File: src/rtl/assert_macros.svh
// ----------------------------------------------------------------------------
// assert_macros.svh
// Assertion macros shared by the frame receiver modules.
// ----------------------------------------------------------------------------
`ifndef ASSERT_MACROS_SVH
`define ASSERT_MACROS_SVH

// property checked on every rising edge of clk, off while in reset
`define ASSERT_CLK(lbl, prop, msg) \
  lbl: assert property (@(posedge clk) disable iff (!rst_n) (prop)) else $error(msg);

// expression that must never be true out of reset
`define ASSERT_NEVER(lbl, expr, msg) \
  `ASSERT_CLK(lbl, !(expr), msg)

`endif

File: src/rtl/rtufr_pkg.sv
// ----------------------------------------------------------------------------
// rtufr_pkg
// Types, constants and the CRC-16 byte fold for the RTU frame receiver.
// ----------------------------------------------------------------------------
`default_nettype none

package rtufr_pkg;

  // buffer limit and derived byte counter width
  localparam int MAX_FRAME_BYTES = 256;
  localparam int CNT_W           = $clog2(MAX_FRAME_BYTES + 1);

  // frame layout
  localparam int          MIN_FRAME_BYTES = 11;
  localparam int          CTRL_BYTE_IDX   = 8;
  localparam logic [7:0]  HDR_ADDR        = 8'h02;
  localparam logic [7:0]  HDR_FUNC        = 8'h10;

  // crc-16/modbus
  localparam logic [15:0] CRC_INIT = 16'hFFFF;
  localparam logic [15:0] CRC_POLY = 16'hA001;

  // gap threshold after reset
  localparam logic [15:0] GAP_RESET_MS = 16'd5;

  // operation codes
  localparam logic OP_BYTE = 1'b0;
  localparam logic OP_TICK = 1'b1;

  // result status codes
  localparam logic [1:0] ST_STORED = 2'd0;
  localparam logic [1:0] ST_FRAME  = 2'd1;
  localparam logic [1:0] ST_DROP   = 2'd2;

  // control nibble codes
  localparam logic [3:0] NIB_DRAIN  = 4'h1;
  localparam logic [3:0] NIB_COOLER = 4'h2;
  localparam logic [3:0] NIB_BOTH   = 4'h3;

  typedef struct packed {
    logic [1:0]       status;
    logic [CNT_W-1:0] frame_length;
    logic [7:0]       ctrl_octet;
    logic             power_on;
    logic [3:0]       fan_level;
    logic             drain_flag;
    logic             cooler_flag;
  } result_t;

  // one byte folded into the reflected crc, bit by bit
  function automatic logic [15:0] crc16_fold(input logic [15:0] crc, input logic [7:0] b);
    logic [15:0] c;
    c = crc ^ {8'h00, b};
    for (int k = 0; k < 8; k++) begin
      if (c[0]) begin
        c = (c >> 1) ^ CRC_POLY;
      end else begin
        c = c >> 1;
      end
    end
    return c;
  endfunction

endpackage

`default_nettype wire

File: src/rtl/rtufr_frame.sv
// ----------------------------------------------------------------------------
// rtufr_frame
// Frame state: idle timer, byte counter, delayed crc, header and control
// byte; forms the result of the item in the input register.
// ----------------------------------------------------------------------------
`default_nettype none
`include "assert_macros.svh"

module rtufr_frame import rtufr_pkg::*; (
  input  wire logic        clk,
  input  wire logic        rst_n,
  input  wire logic        step,
  input  wire logic        op,
  input  wire logic [7:0]  data,
  input  wire logic [15:0] gap_ms,
  output result_t          res
);

  logic [15:0]      idle_r,  idle_nxt;
  logic [CNT_W-1:0] count_r, count_nxt;
  logic [15:0]      crc_r,   crc_nxt;
  logic [15:0]      recent_r, recent_nxt;
  logic             hdr_r,   hdr_nxt;
  logic [7:0]       ctrl_r,  ctrl_nxt;

  logic             gap;
  logic [CNT_W-1:0] n;
  logic [15:0]      crc_e, recent_e;
  logic             hdr_e;
  logic [7:0]       ctrl_e;
  logic             full, accept;

  // next state and result for one item
  always_comb begin
    idle_nxt   = idle_r;
    count_nxt  = count_r;
    crc_nxt    = crc_r;
    recent_nxt = recent_r;
    hdr_nxt    = hdr_r;
    ctrl_nxt   = ctrl_r;
    res        = '0;
    accept     = 1'b0;

    // silence longer than the threshold restarts the frame
    gap      = (idle_r > gap_ms);
    n        = gap ? '0       : count_r;
    crc_e    = gap ? CRC_INIT : crc_r;
    recent_e = gap ? 16'h0000 : recent_r;
    hdr_e    = gap ? 1'b0     : hdr_r;
    ctrl_e   = gap ? 8'h00    : ctrl_r;
    full     = (n >= CNT_W'(MAX_FRAME_BYTES));

    if (op == OP_TICK) begin
      if (idle_r != 16'hFFFF) begin
        idle_nxt = idle_r + 16'd1;
      end
    end else begin
      idle_nxt = 16'h0000;
      if (full) begin
        // dropped byte, frame restarts
        count_nxt  = '0;
        crc_nxt    = CRC_INIT;
        recent_nxt = 16'h0000;
        hdr_nxt    = 1'b0;
        ctrl_nxt   = 8'h00;
        res.status = ST_DROP;
      end else begin
        crc_nxt = (n >= CNT_W'(2)) ? crc16_fold(crc_e, recent_e[15:8]) : crc_e;
        if (n == '0) begin
          hdr_nxt = (data == HDR_ADDR);
        end else if (n == CNT_W'(1)) begin
          hdr_nxt = hdr_e && (data == HDR_FUNC);
        end else begin
          hdr_nxt = hdr_e;
        end
        ctrl_nxt   = (n == CNT_W'(CTRL_BYTE_IDX)) ? data : ctrl_e;
        recent_nxt = {recent_e[7:0], data};
        count_nxt  = n + CNT_W'(1);

        // crc trails by two bytes: last two bytes must equal it, low first
        accept = (count_nxt >= CNT_W'(MIN_FRAME_BYTES)) && hdr_nxt &&
                 (recent_nxt[15:8] == crc_nxt[7:0]) &&
                 (recent_nxt[7:0] == crc_nxt[15:8]);

        res.status = ST_STORED;
        if (accept) begin
          res.status       = ST_FRAME;
          res.frame_length = count_nxt;
          res.ctrl_octet   = ctrl_nxt;
          res.power_on     = (ctrl_nxt != 8'h00);
          res.fan_level    = ctrl_nxt[7:4];
          res.drain_flag   = (ctrl_nxt[3:0] == NIB_DRAIN) || (ctrl_nxt[3:0] == NIB_BOTH);
          res.cooler_flag  = (ctrl_nxt[3:0] == NIB_COOLER) || (ctrl_nxt[3:0] == NIB_BOTH);
          count_nxt  = '0;
          crc_nxt    = CRC_INIT;
          recent_nxt = 16'h0000;
          hdr_nxt    = 1'b0;
          ctrl_nxt   = 8'h00;
        end
      end
    end
  end

  // state registers
  always_ff @(posedge clk) begin
    if (!rst_n) begin
      idle_r   <= 16'h0000;
      count_r  <= '0;
      crc_r    <= CRC_INIT;
      recent_r <= 16'h0000;
      hdr_r    <= 1'b0;
      ctrl_r   <= 8'h00;
    end else if (step) begin
      idle_r   <= idle_nxt;
      count_r  <= count_nxt;
      crc_r    <= crc_nxt;
      recent_r <= recent_nxt;
      hdr_r    <= hdr_nxt;
      ctrl_r   <= ctrl_nxt;
    end
  end

  // the counter stays within the buffer, and a restart leaves the crc at its seed
  `ASSERT_NEVER(a_count_range, count_r > CNT_W'(MAX_FRAME_BYTES), "byte count beyond buffer")
  `ASSERT_CLK(a_restart_seed, (count_r < CNT_W'(3)) |-> (crc_r == CRC_INIT), "crc not at seed")
  // a tick leaves the byte count alone
  `ASSERT_CLK(a_tick_keeps, (step && op == OP_TICK) |=> $stable(count_r), "tick changed count")

endmodule

`default_nettype wire

File: src/rtl/rtu_frame_receiver_crc_check.sv
// ----------------------------------------------------------------------------
// rtu_frame_receiver_crc_check
// RTU frame receiver: bytes and millisecond ticks in, one result per byte
// out, frames checked against CRC-16/MODBUS and byte 8 decoded.
//
//   channel  direction  ports                       handshake
//   in       input      in_operation, in_data_byte  in_valid / in_ready
//   out      output     out_status .. out_cooler    out_valid / out_ready
//   cfg      input      cfg_wr_data                 cfg_wr_en, no wait
//
// One item per cycle unless out_ready holds a result; a byte's result
// goes via the input register, then the result register; a tick gives none.
// The crc fold of one byte sits between the input and result registers.
// Synchronous active-low reset; no clearing pass, ready from the first cycle
// after reset. While a result waits, a byte in the input register waits with
// it and the input stalls; ticks still pass through the input register.
// ----------------------------------------------------------------------------
`default_nettype none
`include "assert_macros.svh"

module rtu_frame_receiver_crc_check import rtufr_pkg::*; (
  input  wire logic             clk,
  input  wire logic             rst_n,
  // input channel
  input  wire logic             in_valid,
  output logic                  in_ready,
  input  wire logic             in_operation,
  input  wire logic [7:0]       in_data_byte,
  // result channel
  output logic                  out_valid,
  input  wire logic             out_ready,
  output logic [1:0]            out_status,
  output logic [CNT_W-1:0]      out_frame_length,
  output logic [7:0]            out_ctrl_octet,
  output logic                  out_power_on,
  output logic [3:0]            out_fan_level,
  output logic                  out_drain_flag,
  output logic                  out_cooler_flag,
  // configuration
  input  wire logic             cfg_wr_en,
  input  wire logic [15:0]      cfg_wr_data
);

  logic        in_vld_r;
  logic        op_r;
  logic [7:0]  data_r;
  logic        out_vld_r;
  result_t     out_res_r;
  logic [15:0] gap_r;
  logic        adv;
  result_t     res;

  // the input register moves on if it holds a tick or the result slot frees
  assign adv      = in_vld_r && ((op_r == OP_TICK) || !out_vld_r || out_ready);
  assign in_ready = !in_vld_r || adv;

  // gap threshold register
  always_ff @(posedge clk) begin
    if (!rst_n) begin
      gap_r <= GAP_RESET_MS;
    end else if (cfg_wr_en) begin
      gap_r <= cfg_wr_data;
    end
  end

  // input register
  always_ff @(posedge clk) begin
    if (!rst_n) begin
      in_vld_r <= 1'b0;
    end else if (in_ready) begin
      in_vld_r <= in_valid;
    end
  end

  always_ff @(posedge clk) begin
    if (in_valid && in_ready) begin
      op_r   <= in_operation;
      data_r <= in_data_byte;
    end
  end

  // frame state and result logic
  rtufr_frame u_frame (
    .clk    (clk),
    .rst_n  (rst_n),
    .step   (adv),
    .op     (op_r),
    .data   (data_r),
    .gap_ms (gap_r),
    .res    (res)
  );

  // result register
  always_ff @(posedge clk) begin
    if (!rst_n) begin
      out_vld_r <= 1'b0;
    end else if (adv && op_r == OP_BYTE) begin
      out_vld_r <= 1'b1;
    end else if (out_ready) begin
      out_vld_r <= 1'b0;
    end
  end

  always_ff @(posedge clk) begin
    if (adv && op_r == OP_BYTE) begin
      out_res_r <= res;
    end
  end

  assign out_valid        = out_vld_r;
  assign out_status       = out_res_r.status;
  assign out_frame_length = out_res_r.frame_length;
  assign out_ctrl_octet   = out_res_r.ctrl_octet;
  assign out_power_on     = out_res_r.power_on;
  assign out_fan_level    = out_res_r.fan_level;
  assign out_drain_flag   = out_res_r.drain_flag;
  assign out_cooler_flag  = out_res_r.cooler_flag;

  // a held item keeps its slot and operation
  `ASSERT_CLK(a_hold_item, (in_vld_r && !adv) |=> (in_vld_r && $stable(op_r)), "held item lost")
  // a tick never produces a result
  `ASSERT_CLK(a_tick_silent, (adv && op_r == OP_TICK && out_ready) |=> !out_vld_r,
              "tick produced a result")
  // fields beyond status are zero unless a frame was accepted
  `ASSERT_CLK(a_zero_fields, (out_vld_r && out_res_r.status != ST_FRAME) |->
              (out_res_r.frame_length == '0 && out_res_r.ctrl_octet == 8'h00),
              "non-frame result carries fields")

endmodule

`default_nettype wire

File: config.mk
export PLATFORM = sky130hd
export DESIGN_NAME = rtu_frame_receiver_crc_check
export DESIGN_NICKNAME = d
export VERILOG_FILES = /design/src/rtl/rtufr_pkg.sv /design/src/rtl/rtufr_frame.sv /design/src/rtl/rtu_frame_receiver_crc_check.sv
export VERILOG_INCLUDE_DIRS = /design/src /design/src/rtl
export SDC_FILE = /design/constraint.sdc
export NUM_CORES = 1
export LEC_CHECK = 0
export CORE_MARGIN = 5
export CORE_UTILIZATION = 57
export DETAILED_ROUTE_END_ITERATION = 6
export DONT_BUFFER_PORTS = 1
export PLACE_DENSITY = 0.72
export SYNTH_ARGS = -nofsm -noshare
export SYNTH_HDL_FRONTEND = slang
export SYNTH_SLANG_ARGS = --single-unit
File: constraint.sdc
create_clock -name clk -period 5.9 [get_ports clk]
set_clock_uncertainty 0.1 [all_clocks]
set_input_delay 0.885 -clock clk [delete_from_list [all_inputs] [get_ports clk]]
set_output_delay 0.885 -clock clk [all_outputs]
set_load 0.1 [all_outputs]
Yosys cells after proc, flatten, opt, wreduce, memory -nomap -nowiden:

Cells that the tools add are included.

* register bits: 119
* input port bits: 30
* output and inout port bits: 28
* logic and storage cells: 119

* add/subtract/negate cells: 2
* order comparisons: 4
* eq/ne operators: 11
* multiplexer cells: 51
* bitwise operators: 11
* reductions and logical operators: 21

Operators by type and width (count)
* 2-to-1 mux 16 bit: 33
* 2-to-1 mux 8 bit: 4
* 2-to-1 mux 9 bit: 3
* 2-to-1 mux 25 bit: 1
* NOT 2 -> 3 bit: 8
* adder 16 x 1 -> 16 bit (second input constant): 1
* equality test 8 bit: 2
* greater-than comparator 16 bit: 1
* inequality test 16 bit (second input constant): 1
* XOR 16 x 8 -> 16 bit: 1
* adder 9 x 1 -> 9 bit (second input constant): 1
* equality test 9 x 1 -> 1 bit (second input constant): 1
* equality test 9 x 4 -> 1 bit (second input constant): 1
* greater-or-equal comparator 9 x 2 -> 1 bit (second input constant): 1
* greater-or-equal comparator 9 x 4 -> 1 bit (second input constant): 1
* greater-or-equal comparator 9 bit (second input constant): 1
* zero test 9 bit: 1
* 2-to-1 mux 1 bit: 9
* equality test 4 x 2 -> 1 bit (second input constant): 2
* equality test 8 x 2 -> 1 bit (second input constant): 1
* equality test 8 x 5 -> 1 bit (second input constant): 1
* nonzero test 8 bit: 1
* logical AND 1 bit: 7
* logical OR 1 bit: 5
* 9 further kinds: 12

Depth between registers and ports, before layout:

* word-level depth: 41
* mapped depth: 23
* mapped depth without buffers: 20

Cells and area by module:

Synthesis repeated with hierarchy kept, for this count alone.

* cells, all modules: 629
* area total of the unflattened synthesis: 6133.4 sq um

Modules (own cells, without submodules)
* rtufr_frame: instances 1, cells an instance 532, area an instance 4366.7 sq um, sequential area each 1321.3 sq um
* rtu_frame_receiver_crc_check: instances 1, cells an instance 97, area an instance 1766.7 sq um, sequential area each 1411.4 sq um

Worst setup path before layout:

OpenSTA, ideal clock, no wires.

* path kind: reg-to-reg
* start point: reg gap_r[15]
* end point: reg out_res_r, in the netlist out_drain_flag (data pin)
* library setup time: 0.150 ns
* arrival: 4.271 ns
* data required time: 5.650 ns
* slack: 1.379 ns
* stages on the path, launching flop included: 21
* buffers on the path: 2
* period minus slack after synthesis: 4.521 ns
* cell sequence: dfxtp_1 > inv_1 > ha_1 > nand4_1 > nor4_1 > a22o_1 > clkbuf_1 > inv_1 > nor2_1 > ha_1 > nand2_1 > xor2_1 > a41o_1 > o2111ai_1 > nand3_1 > nor4b_2 > o2111a_1 > nand4_1 > or3b_4 > buf_6 > nor3_2

* longest elaborated chain between the ends: 34
* elaborated cells between the ends (all ways): 63
* those cells by class: add/sub: 1; order compare: 4; eq/ne: 6; mux: 35; bitwise: 10; reduce/logical: 7

Ends and longest elaborated chain
* start, declared: line rtu_frame_receiver_crc_check.sv:49 `logic [15:0] gap_r;`
* start signal, assigned: line rtu_frame_receiver_crc_check.sv:62 `gap_r <= cfg_wr_data;`
* greater-than comparator 16 bit (*): line rtufr_frame.sv:45 `gap = (idle_r > gap_ms);`
* 2-to-1 mux 16 bit (on tied branches): line rtufr_frame.sv:47, rtufr_frame.sv:48
* XOR 16 x 8 -> 16 bit: line rtufr_pkg.sv:53 `c = crc ^ {8'h00, b};`
* 2-to-1 mux 16 bit or NOT 2 -> 3 bit (tied branches)
* 2-to-1 mux 16 bit (on tied branches): line rtufr_frame.sv:59, rtufr_pkg.sv:55
* 2-to-1 mux 16 bit (on tied branches): line rtufr_frame.sv:53, rtufr_frame.sv:59
* 2-to-1 mux 16 bit (tied with other cells): line rtufr_pkg.sv:55 `if (c[0]) begin`
* 2-to-1 mux 16 bit (on tied branches): line rtufr_frame.sv:59, rtufr_pkg.sv:55
* (+18 left out)
* 2-to-1 mux 16 bit (on tied branches): line rtufr_frame.sv:59, rtufr_pkg.sv:55
* 2-to-1 mux 16 bit (on tied branches): line rtufr_frame.sv:53, rtufr_frame.sv:59
* 2-to-1 mux 16 bit (on tied branches): line rtufr_frame.sv:68, rtufr_frame.sv:53
* equality test 8 bit or 2-to-1 mux 16 bit (tied branches): line rtufr_frame.sv:82, rtufr_frame.sv:68
* logical AND 1 bit or equality test 8 bit (tied branches): line rtufr_frame.sv:81, rtufr_frame.sv:83
* logical AND 1 bit: line rtufr_frame.sv:82 `(recent_nxt[15:8] == crc_nxt[7:0]) &&`
* NOT 1 bit (no source line)
* OR reduction 3 bit (no source line)
* end signal, assigned: line rtu_frame_receiver_crc_check.sv:106 `out_res_r <= res;`
* end, declared: line rtu_frame_receiver_crc_check.sv:48 `result_t out_res_r;`

Every way passes the cells marked *; elsewhere a longest branch is shown, timed or not. The select of a mux whose other input is x is not followed.
A chain may end at the register's enable or synchronous reset.

Worst setup path in the final report:

* start point: reg gap_r[15]
* end point: reg u_frame.ctrl_r[6]

* longest elaborated chain between the ends: 34
* elaborated cells between the ends (all ways): 60
* those cells by class: add/sub: 1; order compare: 4; eq/ne: 4; mux: 37; bitwise: 9; reduce/logical: 5

Ends and longest elaborated chain
* greater-than comparator 16 bit (*): line rtufr_frame.sv:45
* 2-to-1 mux 16 bit (on tied branches): line rtufr_frame.sv:47, rtufr_frame.sv:48
* XOR 16 x 8 -> 16 bit: line rtufr_pkg.sv:53
* 2-to-1 mux 16 bit or NOT 2 -> 3 bit (tied branches)
* 2-to-1 mux 16 bit (on tied branches): line rtufr_frame.sv:59, rtufr_pkg.sv:55
* 2-to-1 mux 16 bit (on tied branches): line rtufr_frame.sv:53, rtufr_frame.sv:59
* 2-to-1 mux 16 bit (tied with other cells): line rtufr_pkg.sv:55
* 2-to-1 mux 16 bit (on tied branches): line rtufr_frame.sv:59, rtufr_pkg.sv:55
* (+18 left out)
* 2-to-1 mux 16 bit (on tied branches): line rtufr_frame.sv:59, rtufr_pkg.sv:55
* 2-to-1 mux 16 bit (on tied branches): line rtufr_frame.sv:53, rtufr_frame.sv:59
* 2-to-1 mux 16 bit (on tied branches): line rtufr_frame.sv:68, rtufr_frame.sv:53
* equality test 8 bit or 2-to-1 mux 16 bit (tied branches): line rtufr_frame.sv:82, rtufr_frame.sv:68
* logical AND 1 bit or equality test 8 bit (tied branches): line rtufr_frame.sv:81, rtufr_frame.sv:83
* logical AND 1 bit: line rtufr_frame.sv:82
* 2-to-1 mux 8 bit: line rtufr_frame.sv:86 `if (accept) begin`
* 2-to-1 mux 8 bit (*): line rtufr_frame.sv:59 `if (full) begin`
* end signal, assigned: line rtufr_frame.sv:119 `ctrl_r <= ctrl_nxt;`
* end, declared: line rtufr_frame.sv:24 `logic [7:0] ctrl_r, ctrl_nxt;`

Marked as above.

==> reports/summary.txt <==
Setup TNS: 0 ns
Hold WS: 0.333 ns
Vias in the first global route: 4310
Initial Util: 58.7%
Critical path peak fanout: 13
Syn-to-layout area delta: 13.1%
Routed vias/inst: 5.99
Max-slew violations: 0
Clock transition at path regs: 0.05 ns
Clk_lat worst skew: 0.53 ns
Htree depth: 4
# clock sinks: 115
EDFF count, synth: 31
Seq/Total Area, Yosys: 45.1%
CP Class: reg2reg
Hold Crit Class: in2reg
Crit. End Element: register
Die width: 111 µm
Fin. Hold Viols: 0
CTS root buf: clkbuf_8
Synthesized area: 5790 µm²
Detailed Place HPWL: 8930 µm
Worst slew pin tran: 1.06 ns
Worst Hold Path Cells: 1
Clock tree buffer depth: 2
Commonest non-fill, non-tap cells in the layout: dfxtp_1, nor2_1, nand2_1
NumNets Final: 641
Power Dens Cells: 314 nW/µm²
Antenna cells: 0
Max-slew headroom: 28.9%
FF-to-FF path depth: 19
DR pass1 iterations: 5
Post-layout util: 66.4%
Post-synth ARST share: 0%
Design area: 6550 µm²
WL final: 13200 µm
Post-DP Area: 5910 µm²
Final setup fails: 0
Critical Path Start Type: register
Drt initial violations: 338
RD Place Congestion: 0.870
Fmax: 192 MHz
Die Y-Extent: 111 µm
Commonest non-fill, non-tap cell in the layout: dfxtp_1
MaxCap Viol Count: 0
Predominant post-synthesis flop cell: dfxtp_1
Crit share post-route: 88.3%
Tmin final: 5.21 ns
First-pass GRT wire length: 22200 µm
Drt wl/cell: 17.9 µm
Total gr overflow: 0
Fillers: 750
Post-Synthesis Cells: 598
Placeable Area: 9860 µm²
Post-synth net total: 649
Cts bufs inserted: 17
Yosys warns: 0
Largest net degree at the start of global routing: 25
CP arrival: 5.52 ns
Total GRT Usage: 22.2%
Antenna viol nets, final: 0
Port Buffer Count: 0
Remaining DRCs: 0
Number of vias in the routed layout: 4406
Worst EP required: 6.21 ns
Outcome: finished clean
RSZ-0062 raised after global routing: no
Die area: 12300 µm²
Layout cells sized above 1: 7.79%
Synthesized flop and latch total: 115
CTS tree: done
# IOs: 58
Synth Area per Inst: 9.69 µm²
Worst vdd ir: 0.148 mV
Post-synth cell types: 61
# rows: 36
Initial antenna violation count: 0
Leakage: 2.46 nW
metrics by stage:
| step | total power [mW] | setup WS, ns | cells |
|---|---|---|---|
| after global placement | 0.949 | 1.04 | 704 |
| final | 2.06 | 0.691 | 736 |
| after CTS | 2.07 | 0.567 | 736 |
| after global routing | 2.12 | 0.198 | 736 |
| after floorplan | 0.932 | 1.38 | 598 |
| after detailed placement | 0.951 | 0.574 | 704 |
worst max-delay path, cell delays in order, from the launching register on:
cell and delay [ns]:
dfxtp_1 0.33, inv_1 0.06, ha_1 0.31, nand4_1 0.24, nor4_2 0.50, a22o_1 0.48
inv_1 0.20, nor2_1 0.23, ha_1 0.34, nand2_1 0.13, xor2_1 0.17, a41o_1 0.24
o2111ai_1 0.09, nand3_1 0.12, nor4b_2 0.37, o211ai_1 0.16, nor4b_2 0.24, buf_4 0.25
o31ai_1 0.21, a32o_1 0.32
cells in the mapped netlist, drive strengths merged, types with 2 or more instances:
cell type | n | area share, %
nand4 | 9 | 0.97
dfxtp | 84 | 29
nor2b | 17 | 1.8
and3 | 6 | 0.65
o31ai | 3 | 0.39
nor4b | 2 | 0.52
xnor2 | 32 | 4.8
xnor3 | 2 | 0.78
a31oi | 6 | 0.65
nor4 | 6 | 0.65
mux2i | 21 | 3.6
or4 | 3 | 0.45
nand3 | 18 | 1.6
a211oi | 2 | 0.26
and2 | 3 | 0.32
inv | 32 | 2.1
o32ai | 2 | 0.30
clkbuf | 21 | 1.4
o2111a | 2 | 0.39
nor2 | 64 | 4.3
a221o | 3 | 0.52
a32o | 8 | 1.4
o21a | 2 | 0.26
o22ai | 2 | 0.22
or2 | 2 | 0.22
nand2b | 6 | 0.65
edfxtp | 31 | 16
nor3 | 11 | 1.1
ha | 21 | 4.5
nand2 | 38 | 2.5
o32a | 8 | 1.4
o21ai | 23 | 2.0
a21oi | 24 | 2.1
xor2 | 20 | 3.0
a22oi | 8 | 1.0
or3 | 8 | 0.86
and4 | 4 | 0.60
buf | 13 | 1.9
o211ai | 2 | 0.26
nand3b | 2 | 0.26
a22o | 15 | 2.3
final cells by class:
cell class | count | area [µm²] | area share (%)
tap | 133 | 166 | 2.54
clock buffer | 22 | 433 | 6.61
multi-input combinational | 417 | 2880 | 44.0
clock inverter | 10 | 205 | 3.13
sequential | 115 | 2610 | 39.9
inverter | 32 | 120 | 1.83
timing repair buffer | 7 | 133 | 2.02
worst paths after layout:
kind	slack, ns	endpoint	from
hold / removal	0.33	gap_r[0]$_SDFFE_PN1P_	rst_n
setup reg to reg	0.69	u_frame.ctrl_r[6]$_SDFFE_PN0P_	gap_r[15]$_SDFFE_PN0P_
hold reg to reg	0.37	u_frame.recent_r[13]$_SDFFE_PN0P_	u_frame.recent_r[13]$_SDFFE_PN0P_
setup / recovery	0.69	u_frame.ctrl_r[6]$_SDFFE_PN0P_	gap_r[15]$_SDFFE_PN0P_
layer usage:
metal | vias to the layer above | track usage [%] | share of wire, %
li1 | 2140 | - | -
met1 | 2080 | 30.2 | 44
met2 | 165 | 33.5 | 46
met3 | 21 | 6.17 | 7.5
met4 | 0 | 8.37 | 1.6
met5 | - | 0 | 0
cell families (layout without fill, tap and decap cells):
| family | Yosys count | after routing | synth area share, % |
|---|---|---|---|
| fa+ha+maj | 21 | 21 | 4.54 |
| simple gates | 201 | 201 | 17.8 |
| compound gates | 119 | 119 | 14.8 |
| buf+inv | 66 | 71 | 5.29 |
| mux | 22 | 22 | 3.82 |
| xor+xnor | 54 | 54 | 8.64 |
| flops | 115 | 115 | 45.1 |
state kept, by name, indices dropped and copies added (netlist names):
signal            count
u_frame.hdr_r         1
out_cooler_flag       1
gap_r                16
u_frame.ctrl_r        8
u_frame.idle_r       16
data_r                8
out_valid             1
u_frame.count_r       9
out_drain_flag        1
out_frame_length      9
op_r                  1
out_power_on          1
u_frame.crc_r        16
in_vld_r              1
out_ctrl_octet        8
u_frame.recent_r     16
out_status            2
where the power goes:
group          switching [mW]  internal, mW  leakage (nW)
sequential             0.0281         0.826          1.01
combinational          0.0517        0.0319          1.15
clock                   0.349         0.769         0.303
timing repair:
action | in CTS | in global routing
resized for setup | 0 | 1
setup buffers | 0 | 0
hold endpoints to repair | 0 | 0
endpoints found under the setup margin | 0 | 2
hold buffers | 0 | 0
Note: power is estimated with default switching activity, not from simulation.
